<file path="src/rtl/rbq_ram.sv">
// ----------------------------------------------------------------------------
// rbq_ram
// Generic single-write, single-read RAM with a registered read port.
// ----------------------------------------------------------------------------
`default_nettype none

module rbq_ram #(
    parameter int WIDTH = 32,
    parameter int DEPTH = 128
) (
    input  wire logic                     i_clk,
    input  wire logic                     i_we,
    input  wire logic [$clog2(DEPTH)-1:0] i_waddr,
    input  wire logic [WIDTH-1:0]         i_wdata,
    input  wire logic [$clog2(DEPTH)-1:0] i_raddr,
    output logic      [WIDTH-1:0]         o_rdata
);

    logic [WIDTH-1:0] r_mem [DEPTH];
    logic [WIDTH-1:0] r_rdata;

    // write port
    always_ff @(posedge i_clk) begin
        if (i_we) begin
            r_mem[i_waddr] <= i_wdata;
        end
    end

    // registered read, old data on a same-address write
    always_ff @(posedge i_clk) begin
        r_rdata <= r_mem[i_raddr];
    end

    assign o_rdata = r_rdata;

endmodule

`default_nettype wire

</file>
<file path="config.mk">
export PLATFORM = sky130hd
export DESIGN_NAME = rbq_ram
export DESIGN_NICKNAME = d
export VERILOG_FILES = /design/src/rtl/rbq_ram.sv
export SDC_FILE = /design/constraint.sdc
export NUM_CORES = 2
export LEC_CHECK = 0
export BUFFER_PORTS_ARGS = -buffer_cell sky130_fd_sc_hd__buf_2
export CAP_MARGIN = 20
export CORE_MARGIN = 2
export CORE_UTILIZATION = 40
export CTS_BUF_LIST = sky130_fd_sc_hd__clkbuf_4
export CTS_CLUSTER_DIAMETER = 100
export DETAILED_ROUTE_END_ITERATION = 8
export PLACE_DENSITY_LB_ADDON = 0.1
export SYNTH_ARGS = -nofsm -noshare
export SYNTH_HDL_FRONTEND = slang
export SYNTH_SLANG_ARGS = --single-unit
</file>
<file path="constraint.sdc">
create_clock -name i_clk -period 9.58 [get_ports i_clk]
set_clock_uncertainty 0.2 [all_clocks]
set_input_delay 0.958 -clock i_clk [delete_from_list [all_inputs] [get_ports i_clk]]
set_output_delay 0.958 -clock i_clk [all_outputs]
set_load 0.01 [all_outputs]
</file>
==> impl_metrics.csv <==
group,metric,value,unit
status,outcome,"complete, no violations",
power,swShare,0.225,
detailed_routing,drt_iter0_markers,8705,
critical_path,slowest_stage,"buf_4",
sta,setup_violations,0,
sta,hold_ws,0.202,ns
power,netSwitchingPower,8420,uW
detailed_routing,met1Wirelength,195000,um
synth,synth_top_family_by_area,"multiplexers",
placement,io_buffers,79,
detailed_routing,vias,75600,
placement,place_area,0.165,sq mm
detailed_routing,ant_nets,0,
critical_path,path_delay_family,"buffers and inverters",
cells_and_area,layout.cells.most_common,"edfxtp_1",
sta,slew_headroom,0.208,
synth,netlist_area,0.156,sq mm
global_routing,grt_overflow,0,
cells_and_area,fillers,32800,
cts,h-tree-depth,7,
floorplan,die_h,629,um
detailed_routing,wl_met2,224000,um
cts,hold_buffers,51,
critical_path,worstPathMaxFanout,89,
cts,cts_root_buffer,"clkbuf_4",
cts,cts_tree,"built",
synth,synth_fa_ha_area_frac,0,
cells_and_area,nets,7243,
critical_path,slowest_delay,0.66,ns
floorplan,die_x,629,um
critical_path,crit_type,"in2reg",
sta,grt_setup_unrepaired,"false",
power,power.density,209,mW/mm^2
cts,worstSkewPairLatency,1.70,ns
cells_and_area,final_area,0.179,sq mm
cells_and_area,finalNonFillerCells,13200,
detailed_routing,dr.pass1.iters,5,
critical_path,crit_required,10.95,ns
floorplan,io_pins,80,
synth,synth-simple-area-share,0.00446,
power,p_int,29000,uW
placement,hpwlAfterDp,239000,um
sta,worstMarginPinSlew,1.19,ns
power,max-vdd-ir-drop,0.106,mV
run,drv_cap,0,
power,p_total,37500,uW
floorplan,dieArea,0.396,sq mm
synth,synth_cell_types,17,
sta,period_needed,3.91,ns
cts,path_clk_slew,0.07,ns
cells_and_area,final_layout_size_suffix_gt1_frac,0.451,
cells_and_area,areaGrowthSynthToFinish,14.8,%
power,combPwrFrac,0.054,
cts,numCtsBuffers,1167,
sta,tns,0,ns
synth,synth_nets,6038,
floorplan,coreArea,0.389,sq mm
critical_path,crit_path_end_kind,"register",
cts,clockBufferDepth,5,
critical_path,path_common_cell,"mux4_2",
sta,slew_violations,0,
synth,synth_xor_xnor_area_share,0,
critical_path,path_buf_inv,4,
global_routing,grt_pass1_vias,79400,
synth,synth_compound_area_frac,0,
synth,ys_ff_latch,4128,
detailed_routing,top_layer,"met5",
detailed_routing,drc,0,
placement,gp_congestion,0.758,
global_routing,grt_max_degree,137,
synth,synth_mux_area_frac,0.196,
critical_path,path_cells,"buf_8 -> buf_12 -> buf_4 -> mux4_2 -> mux4_2 -> mux4_2 -> dlygate4sd3_1 -> mux2_2",
synth,yosys_warnings,0,
power,clkPwrFrac,0.412,
cells_and_area,most-common-layout-cells,"edfxtp_1, clkbuf_4, mux4_2",
detailed_routing,wl_met3,36900,um
detailed_routing,routedWlPerCell,35.1,um
synth,yosysSeqAreaShare,0.791,
power,p_seq_frac,0.535,
floorplan,start_util,0.402,
cts,clock-sinks,4128,
detailed_routing,wl,462000,um
power,p_leak,0.0561,uW
sta,fmax,256,MHz
global_routing,antenna_found_initial,101,
critical_path,critPathArrivalTime,5.28,ns
placement,dpl.cell_count,11200,
worst_hold_path,hold_class,"in2reg",
sta,fin_crit_sh,0.408,
global_routing,grt_pass1_wl,632000,um
sta,final_hold_viol_count,0,
global_routing,gr-usage-all-layers,0.236,
cts,cts_setup_buffers,0,
cts,ctsResizeCount,0,
synth,syn_avg_cell_area,26.1,sq um
critical_path,cp-start-kind,"primary input",
floorplan,rows,229,
detailed_routing,via_per_inst,5.74,
synth,syn_inst,5990,
path summary, 6_finish.rpt:
kind	start	to	slack (ns)	depth (start not counted)
min reg2reg	r_mem[55][21]$_DFFE_PP_	o_rdata[21]$_DFF_P_	0.90	4
max	i_raddr[2]	o_rdata[31]$_DFF_P_	5.67	8
min	i_wdata[11]	r_mem[110][11]$_DFFE_PP_	0.20	2
max reg2reg	r_mem[47][7]$_DFFE_PP_	o_rdata[7]$_DFF_P_	6.29	5
worst register-to-register path, stage by stage, from the launching register on:
cell           delay, ns
edfxtp_1            0.36
mux4_2              0.50
mux4_2              0.62
mux4_2              0.64
mux2_2              0.32
dlygate4sd3_1       0.55
stage by stage:
stage           util  setup slack [ns]
6_report       0.461              5.67
5_1_grt        0.461              5.57
4_1_cts        0.461              5.47
3_5_place_dp   0.424              4.34
3_3_place_gp   0.424              4.33
2_1_floorplan      -              5.18
sequential cells by signal (all words and copies together), names as in the netlist:
name / count
o_rdata: 32
r_mem: 4096
area by class of cell:
class                      count  area [sq um]  area share
sequential                  4128        124000       0.689
clock buffer                1688         12700      0.0707
timing repair buffer         352          2960      0.0165
multi-input combinational   1546         32300       0.180
clock inverter               191          1120     0.00623
antenna                       56           140    0.000781
tap                         5197          6500      0.0363
cell usage after synthesis:
library cell / count / area (sq um)
edfxtp_1: 4096 / 123000
nand2_1: 14 / 52.6
buf_4: 3 / 22.5
mux2_2: 32 / 360
nor2b_1: 7 / 43.8
dfxtp_1: 32 / 641
buf_2: 79 / 395
buf_1: 50 / 188
nand4_1: 3 / 18.8
mux4_2: 1344 / 30300
nand3_1: 12 / 60.1
nand2b_1: 2 / 12.5
buf_6: 2 / 22.5
nor2_1: 122 / 458
or3_1: 1 / 6.26
clkbuf_1: 182 / 683
nor3_1: 9 / 45.0
cell families after synthesis:
family / count (synthesis)
buffers and inverters: 316
and+or+nand+nor: 170
DFF: 4128
muxes: 1376
layer usage:
layer | track usage | up-vias
met4 | 0.0646 | 18
li1 | - | 29600
met5 | 0 | -
met2 | 0.373 | 3463
met3 | 0.0576 | 491
met1 | 0.330 | 42000
power by group through the flow:
stage	logic, uW	registers, uW	clock network [uW]
floorplan	962	20400	0
global placement	2000	20400	0
detailed placement	2020	20400	0
CTS	2050	20000	15900
global route	2100	20000	16900
finish	2010	20000	15400
Note: power is estimated with default switching activity, not from simulation.
