===== config.mk =====
export PLATFORM = sky130hd
export DESIGN_NAME = rbq_ctrl
export DESIGN_NICKNAME = d
export VERILOG_FILES = /design/src/rtl/rbq_pkg.sv /design/src/rtl/rbq_ctrl.sv
export SDC_FILE = /design/constraint.sdc
export NUM_CORES = 1
export LEC_CHECK = 0
export BUFFER_PORTS_ARGS = -buffer_cell sky130_fd_sc_hd__buf_2
export CORE_ASPECT_RATIO = 0.7
export CORE_MARGIN = 4
export CORE_UTILIZATION = 50
export DETAILED_ROUTE_END_ITERATION = 8
export PLACE_DENSITY = 0.72
export SLEW_MARGIN = 20
export SYNTH_ARGS = -nofsm -noshare
export SYNTH_HDL_FRONTEND = slang
export SYNTH_SLANG_ARGS = --single-unit

===== constraint.sdc =====
create_clock -name i_clk -period 13.6 [get_ports i_clk]
set_input_delay 3.4 -clock i_clk [delete_from_list [all_inputs] [get_ports i_clk]]
set_output_delay 3.4 -clock i_clk [all_outputs]
set_load 0.02 [all_outputs]

===== src/rtl/rbq_pkg.sv =====
// ----------------------------------------------------------------------------
// rbq_pkg
// Shared types and constants of the retry/backoff drop-oldest send queue.
// ----------------------------------------------------------------------------
`default_nettype none

package rbq_pkg;

    // default geometry
    localparam int DEPTH_DEF      = 128;
    localparam int DATA_WIDTH_DEF = 32;

    // configuration port geometry
    localparam int CFG_IDX_W  = 3;
    localparam int CFG_DATA_W = 16;

    // field widths
    localparam int QLIM_W  = 8;
    localparam int RLIM_W  = 11;
    localparam int DELAY_W = 16;
    localparam int RETRY_W = 10;
    localparam int OCC_W   = 8;

    // register reset values
    localparam logic [QLIM_W-1:0] QUEUE_LIMIT_RST = 8'd100;
    localparam logic [RLIM_W-1:0] RETRY_LIMIT_RST = 11'sd5;

    // retry counter ceiling under unlimited retries
    localparam logic [RETRY_W-1:0] RETRY_SAT = '1;

    // configuration register indexes
    typedef enum logic [CFG_IDX_W-1:0] {
        CFG_QUEUE_LIMIT  = 3'd0,
        CFG_RETRY_LIMIT  = 3'd1,
        CFG_BACKOFF_BASE = 3'd2,
        CFG_BACKOFF_STEP = 3'd3,
        CFG_BACKOFF_MAX  = 3'd4
    } t_cfg_idx;

    // item kinds
    typedef enum logic {
        ACT_PUSH    = 1'b0,
        ACT_OUTCOME = 1'b1
    } t_action;

    // attempt outcomes
    typedef enum logic [1:0] {
        OUT_SUCCESS = 2'd0,
        OUT_RETRY   = 2'd1,
        OUT_FAULT   = 2'd2,
        OUT_SPARE   = 2'd3
    } t_outcome;

    // result status handed from the update logic to the top level
    typedef struct packed {
        logic               head_valid;
        logic [OCC_W-1:0]   occupancy;
        logic [DELAY_W-1:0] next_delay;
        logic [RETRY_W-1:0] retries_done;
        logic               overflow_drop;
        logic               retry_drop;
        logic               head_retired;
        logic               outcome_ignored;
    } t_status;

endpackage

`default_nettype wire


===== src/rtl/rbq_ctrl.sv =====
// ----------------------------------------------------------------------------
// rbq_ctrl
// Queue pointers, fill count, backoff delay and retry count; configuration
// registers; drives the payload RAM and registers the result status.
// ----------------------------------------------------------------------------
`default_nettype none

module rbq_ctrl
    import rbq_pkg::*;
#(
    parameter int DEPTH      = DEPTH_DEF,
    parameter int DATA_WIDTH = DATA_WIDTH_DEF
) (
    input  wire logic                     i_clk,
    input  wire logic                     i_rst_n,
    input  wire logic                     i_accept,
    input  wire logic                     i_action,
    input  wire logic [DATA_WIDTH-1:0]    i_payload,
    input  wire logic [1:0]               i_outcome,
    input  wire logic                     i_cfg_we,
    input  wire logic [CFG_IDX_W-1:0]     i_cfg_idx,
    input  wire logic [CFG_DATA_W-1:0]    i_cfg_data,
    output logic                          o_ram_we,
    output logic [$clog2(DEPTH)-1:0]      o_ram_waddr,
    output logic [DATA_WIDTH-1:0]         o_ram_wdata,
    output logic [$clog2(DEPTH)-1:0]      o_ram_raddr,
    output logic                          o_strobe,
    output t_status                       o_status,
    output logic                          o_fwd,
    output logic [DATA_WIDTH-1:0]         o_fwd_data
);

    localparam int PW = $clog2(DEPTH);
    localparam int CW = $clog2(DEPTH + 1);
    localparam int LW = (CW > QLIM_W) ? CW : QLIM_W;

    // configuration registers
    logic [QLIM_W-1:0]  r_queue_limit;
    logic [RLIM_W-1:0]  r_retry_limit;
    logic [DELAY_W-1:0] r_backoff_base;
    logic [DELAY_W-1:0] r_backoff_step;
    logic [DELAY_W-1:0] r_backoff_max;

    // queue state
    logic [PW-1:0]      r_rp,    n_rp;
    logic [PW-1:0]      r_wp,    n_wp;
    logic [CW-1:0]      r_cnt,   n_cnt;
    logic [DELAY_W-1:0] r_delay, n_delay;
    logic [RETRY_W-1:0] r_rc,    n_rc;
    logic               r_evict, n_evict;

    // result registers
    logic               r_strobe;
    t_status            r_status, n_status;
    logic               r_fwd;
    logic [DATA_WIDTH-1:0] r_fwd_data;

    // per-item helpers
    logic               push;
    logic               overflow, rdrop, retired, ignored, remove;
    logic [LW-1:0]      qlim_ext;
    logic [CW-1:0]      lim;
    logic [CW-1:0]      drop_n;
    logic [CW:0]        rp_sum;
    logic [PW-1:0]      rp_inc, wp_inc;
    logic [DELAY_W-1:0] ceil_val, grown_delay;
    logic [DELAY_W:0]   delay_sum;
    logic [31:0]        cnt_ext;

    // effective queue limit: zero acts as one, clipped to the depth
    always_comb begin
        qlim_ext = LW'(r_queue_limit);
        if (qlim_ext == '0) begin
            qlim_ext = LW'(1);
        end else if (qlim_ext > LW'(DEPTH)) begin
            qlim_ext = LW'(DEPTH);
        end
        lim = qlim_ext[CW-1:0];
    end

    // wrapping pointer increments
    assign rp_inc = (r_rp == PW'(DEPTH - 1)) ? '0 : r_rp + PW'(1);
    assign wp_inc = (r_wp == PW'(DEPTH - 1)) ? '0 : r_wp + PW'(1);

    // drop count and read pointer advance on an overflowing push
    always_comb begin
        drop_n = r_cnt - lim + CW'(1);
        rp_sum = (CW + 1)'(r_rp) + (CW + 1)'(drop_n);
        if (rp_sum >= (CW + 1)'(DEPTH)) begin
            rp_sum = rp_sum - (CW + 1)'(DEPTH);
        end
    end

    // linear backoff growth with ceiling
    always_comb begin
        ceil_val  = (r_backoff_max < r_backoff_base) ? r_backoff_base : r_backoff_max;
        delay_sum = {1'b0, r_delay} + {1'b0, r_backoff_step};
        if (r_delay == '0) begin
            grown_delay = r_backoff_base;
        end else if (r_delay < ceil_val) begin
            grown_delay = (delay_sum > {1'b0, ceil_val}) ? ceil_val : delay_sum[DELAY_W-1:0];
        end else begin
            grown_delay = r_delay;
        end
    end

    // next queue state for the accepted item
    always_comb begin
        n_rp     = r_rp;
        n_wp     = r_wp;
        n_cnt    = r_cnt;
        n_delay  = r_delay;
        n_rc     = r_rc;
        n_evict  = r_evict;
        push     = 1'b0;
        overflow = 1'b0;
        rdrop    = 1'b0;
        retired  = 1'b0;
        ignored  = 1'b0;
        remove   = 1'b0;
        if (i_accept) begin
            if (i_action == ACT_PUSH) begin
                push = 1'b1;
                n_wp = wp_inc;
                if (r_cnt >= lim) begin
                    n_rp     = rp_sum[PW-1:0];
                    n_cnt    = lim;
                    overflow = 1'b1;
                    n_evict  = 1'b1;
                end else begin
                    n_cnt = r_cnt + CW'(1);
                end
            end else if (r_cnt == '0) begin
                ignored = 1'b1;
            end else begin
                if (i_outcome == OUT_RETRY) begin
                    n_delay = grown_delay;
                    if (r_retry_limit[RLIM_W-1]) begin
                        if (r_rc != RETRY_SAT) begin
                            n_rc = r_rc + RETRY_W'(1);
                        end
                    end else if (r_rc < r_retry_limit[RETRY_W-1:0]) begin
                        n_rc = r_rc + RETRY_W'(1);
                    end else begin
                        n_rc   = '0;
                        rdrop  = 1'b1;
                        remove = 1'b1;
                    end
                end else begin
                    n_delay = '0;
                    n_rc    = '0;
                    remove  = 1'b1;
                end
                if (remove && !r_evict) begin
                    n_rp    = rp_inc;
                    n_cnt   = r_cnt - CW'(1);
                    retired = 1'b1;
                end
                n_evict = 1'b0;
            end
        end
    end

    // result status after the item
    always_comb begin
        cnt_ext                  = 32'(n_cnt);
        n_status.head_valid      = (n_cnt != '0);
        n_status.occupancy       = cnt_ext[OCC_W-1:0];
        n_status.next_delay      = n_delay;
        n_status.retries_done    = n_rc;
        n_status.overflow_drop   = overflow;
        n_status.retry_drop      = rdrop;
        n_status.head_retired    = retired;
        n_status.outcome_ignored = ignored;
    end

    // configuration writes
    always_ff @(posedge i_clk) begin
        if (!i_rst_n) begin
            r_queue_limit  <= QUEUE_LIMIT_RST;
            r_retry_limit  <= RETRY_LIMIT_RST;
            r_backoff_base <= '0;
            r_backoff_step <= '0;
            r_backoff_max  <= '0;
        end else if (i_cfg_we) begin
            case (i_cfg_idx)
                CFG_QUEUE_LIMIT:  r_queue_limit  <= i_cfg_data[QLIM_W-1:0];
                CFG_RETRY_LIMIT:  r_retry_limit  <= i_cfg_data[RLIM_W-1:0];
                CFG_BACKOFF_BASE: r_backoff_base <= i_cfg_data[DELAY_W-1:0];
                CFG_BACKOFF_STEP: r_backoff_step <= i_cfg_data[DELAY_W-1:0];
                CFG_BACKOFF_MAX:  r_backoff_max  <= i_cfg_data[DELAY_W-1:0];
                default: ;
            endcase
        end
    end

    // queue state and result strobe
    always_ff @(posedge i_clk) begin
        if (!i_rst_n) begin
            r_rp     <= '0;
            r_wp     <= '0;
            r_cnt    <= '0;
            r_delay  <= '0;
            r_rc     <= '0;
            r_evict  <= 1'b0;
            r_strobe <= 1'b0;
        end else begin
            r_rp     <= n_rp;
            r_wp     <= n_wp;
            r_cnt    <= n_cnt;
            r_delay  <= n_delay;
            r_rc     <= n_rc;
            r_evict  <= n_evict;
            r_strobe <= i_accept;
        end
    end

    // result payload, plus bypass when the new head is the word written now
    always_ff @(posedge i_clk) begin
        if (i_accept) begin
            r_status   <= n_status;
            r_fwd      <= push && (n_rp == r_wp);
            r_fwd_data <= i_payload;
        end
    end

    assign o_ram_we    = push;
    assign o_ram_waddr = r_wp;
    assign o_ram_wdata = i_payload;
    assign o_ram_raddr = n_rp;
    assign o_strobe    = r_strobe;
    assign o_status    = r_status;
    assign o_fwd       = r_fwd;
    assign o_fwd_data  = r_fwd_data;

endmodule

`default_nettype wire


==> results.md <==
* Area after detailed placement at 0.0123 mm²
* Final Net Count at 1587
* Main flop type after synthesis: dfxtp_1
* CP Capture Type: output pin
* H-Tree Depth at 4
* Final number of hold-violating endpoints at 0
* Die Y-Extent at 134 µm
* Finished layout cell area at 0.0128 mm²
* Area delta synth->final at 12.9%
* Library cell used as clock root buffer: clkbuf_16
* Register clock-pin slew on the reported worst setup and hold paths at 70 ps
* Number of cells traversed by the worst register-to-register path at 18
* Final-layout worst hold slack at 458 ps
* Number of buffers inserted by post-CTS setup repair at 0
* Number of iterations in the first detailed-routing pass at 5
* Detailed-route vias per instance at 5.98
* Cell count after synthesis at 1306
* Cell variety after synth at 81
* Detailed-placement wirelength estimate at 25800 µm
* Count of flip-flops with a built-in enable after synthesis at 72
* Chip Width at 188 µm
* Effective utilization at floorplan at 51.6%
* Min-Delay Path Depth at 2
* Hold bufs inserted after CTS at 0
* Yosys top cell by area: dfxtp_1
* Portion of synthesized cell area occupied by the leading cell type at 20.6%
* Remaining antenna violation count at 0
* Area enclosed by the die boundary at 0.0252 mm²
* Startpoint type of the worst setup path: input pin
* Maximum number of pins on one net before global-route repair at 80
* Endpoint arrival time on the critical path at 5690 ps
* Leak pwr at 0.00550 µW
* Row Count at 45
* CTS tree: built
* Post-cts sizing count at 0
* Antenna diode count at 0
* Count of final setup violators at 0
* Period utilization at 66.9%
* Antenna violations before repair at 0
* RD Place Congestion at 0.994
* F_max at 0.110 GHz
* Async set-or-reset flop fraction in the synthesized netlist at 0%
* Via count of the first global-routing pass at 9381
* Maximum clock insertion buffer count at 2
* Filler instances at 1965
* Status: finished clean
* Routed wire length per instance at 19.3 µm
* Total of buffers placed on input and output ports at 177
* Post-synthesis instance area at 0.0114 mm²
* Portion of the post-synthesis area used by sequential elements at 39.7%
* Worst Max-Slew Pin Slew at 1120 ps
* Sum of overflow across all layers after global routing at 0
* Required time of the worst setup path at 10200 ps
* DRC violations left at 0
* Unrepaired setup endpoints after global routing: false
* Clock latency on the worst-skew pair at 440 ps
* Setup TNS after final layout at 0 ps
* Tmin final at 9090 ps
* Vias after detailed routing at 10449
* Post-Place Setup Slack at 4640 ps
* Maximum VDD drop at 0.0000905 V
* Layout Skew at 12.3 ps
* Crit path max fanout at 20
* Number of buffers created by CTS at 17
* Total routed wirelength at 33800 µm
* Number of max-capacitance violations reported at 0
* Sink count of the clock tree at 189
* Smallest setup slack after layout at 4510 ps
* Top-level I/O count at 178
* Class of the tightest hold or removal check: flop to flop
* Post-Synthesis Mean Instance Area at 8.69 µm²
* Number of synthesized register bits at 189
* Power per cell area at 123 mW/mm²
* Category of the critical setup timing path: input pin to output pin
* Area of the core at 0.0220 mm²
* Fraction of final layout cells sized beyond drive strength 1 at 16.2%
* First-pass GRT wire length at 52000 µm
* Total number of yosys warnings at 0
* Syn Nets at 1463
* Worst relative slew slack at 24.4%
* Number of violations reported at the end of detailed-routing iteration 0 at 1252
* Max-slew violations at 0
* Area contributors post-synth: dfxtp_1 21%, edfxtp_1 19%, ha_1 10%
* Overall track demand over capacity in global routing at 26.0%
[area by class of cell]
type                    count  area [µm²]  share of cell area [%]
multi-input cells         961        6150                    48.0
clock inverters            12        97.6                   0.761
inverters                  77         289                    2.25
well taps                 305         382                    2.98
repair buffers            184         941                    7.34
clock buffers              20         458                    3.57
flip-flops and latches    189        4500                    35.1
[registers in the layout (all words and copies together), names as in the netlist]
signal and cells:
r_delay 16, r_evict 1, o_fwd 1, r_retry_limit 11, r_queue_limit 8, r_backoff_step 16, r_cnt 8, o_status 39
r_backoff_base 16, o_fwd_data 32, r_rc 10, r_backoff_max 16, o_ram_waddr 7, o_strobe 1, r_rp 7
[metrics by stage]
step / utilization (%) / instances / power [µW]
2_1_floorplan: - / 1306 / 967
3_3_place_gp: 55.7 / 1716 / 1090
3_5_place_dp: 55.7 / 1716 / 1090
4_1_cts: 58.2 / 1748 / 1570
5_1_grt: 58.2 / 1748 / 1650
6_report: 58.2 / 1748 / 1570
[power by group]
part	leakage (µW)	switching, µW	internal [µW]
registers	0.00167	24.9	622
clock network	0.000283	227	251
logic	0.00355	294	152
[metal layers]
layer | GRT usage (%) | vias to the layer above | wire length (µm)
met5 | 0 | - | 0
met4 | 4.32 | 0 | 343
met3 | 7.75 | 39 | 4620
met2 | 33.9 | 635 | 12700
met1 | 41.8 | 4850 | 16100
li1 | - | 4925 | -
[synth_stat cells, drive strengths merged, types with 6 or more instances]
| library cell | instances |
|---|---|
| a31oi | 11 |
| nand2b | 9 |
| o31ai | 9 |
| nor4 | 9 |
| buf | 37 |
| nand4 | 9 |
| nor2b | 10 |
| o211ai | 13 |
| o21ai | 66 |
| dfxtp | 117 |
| clkbuf | 42 |
| a22oi | 11 |
| a21o | 19 |
| o31a | 9 |
| or3 | 6 |
| a21oi | 137 |
| inv | 77 |
| nand2 | 208 |
| o22ai | 6 |
| nor2 | 76 |
| and2 | 25 |
| nand3 | 47 |
| xnor2 | 17 |
| ha | 94 |
| a211oi | 15 |
| a22o | 7 |
| edfxtp | 72 |
| o21a | 12 |
| nor3 | 24 |
| and3 | 19 |
| xor2 | 16 |
[worst max-delay path, cell delays in order]
cell       delay [ps]
buf_2             210
inv_1             180
nor2_1            220
nand2_1           510
nor3_1            500
a2bb2oi_1         190
xnor2_1           260
buf_2             220
[cells in the final DEF (no fill, tap or decap), types with 7 or more instances in the layout]
cell type	instances
a22o_1	7
clkbuf_16	18
a21oi_1	136
o21ai_0	61
a31oi_1	11
xnor2_1	17
and2_1	23
edfxtp_1	72
nor2_1	76
dfxtp_1	117
nand2_1	206
ha_1	94
o21a_1	12
o211ai_1	12
inv_1	77
nand4_1	8
buf_2	176
nor3_1	23
o31ai_1	9
nand3_1	47
a21o_1	19
a22oi_1	11
nor2b_1	10
nor4_1	9
a211oi_1	15
and3_1	19
nand2b_1	9
o31a_1	9
xor2_1	16
buf_4	8
[cell families after synthesis]
| kind of cell | count (synthesis) | share of synthesized area, % |
|---|---|---|
| xor gates and xnor gates | 34 | 2.74 |
| muxes | 5 | 0.452 |
| buffers and inverters | 156 | 6.24 |
| and+or+nand+nor | 458 | 18.6 |
| AOI/OAI and AO/OA | 365 | 21.1 |
| DFF | 189 | 39.7 |
| adders and majority gates | 99 | 11.2 |
[path summary, 6_finish.rpt]
path,startpoint,endpoint,slack (ps)
setup / recovery,i_action,o_ram_raddr[6],4510
hold reg to reg,r_retry_limit[5]$_SDFFE_PN0P_,r_retry_limit[5]$_SDFFE_PN0P_,460
hold / removal,r_retry_limit[5]$_SDFFE_PN0P_,r_retry_limit[5]$_SDFFE_PN0P_,460
setup reg to reg,r_backoff_base[14]$_SDFFE_PN0P_,o_status[25]$_DFFE_PP_,7180
(Power assumes the default switching activity.)
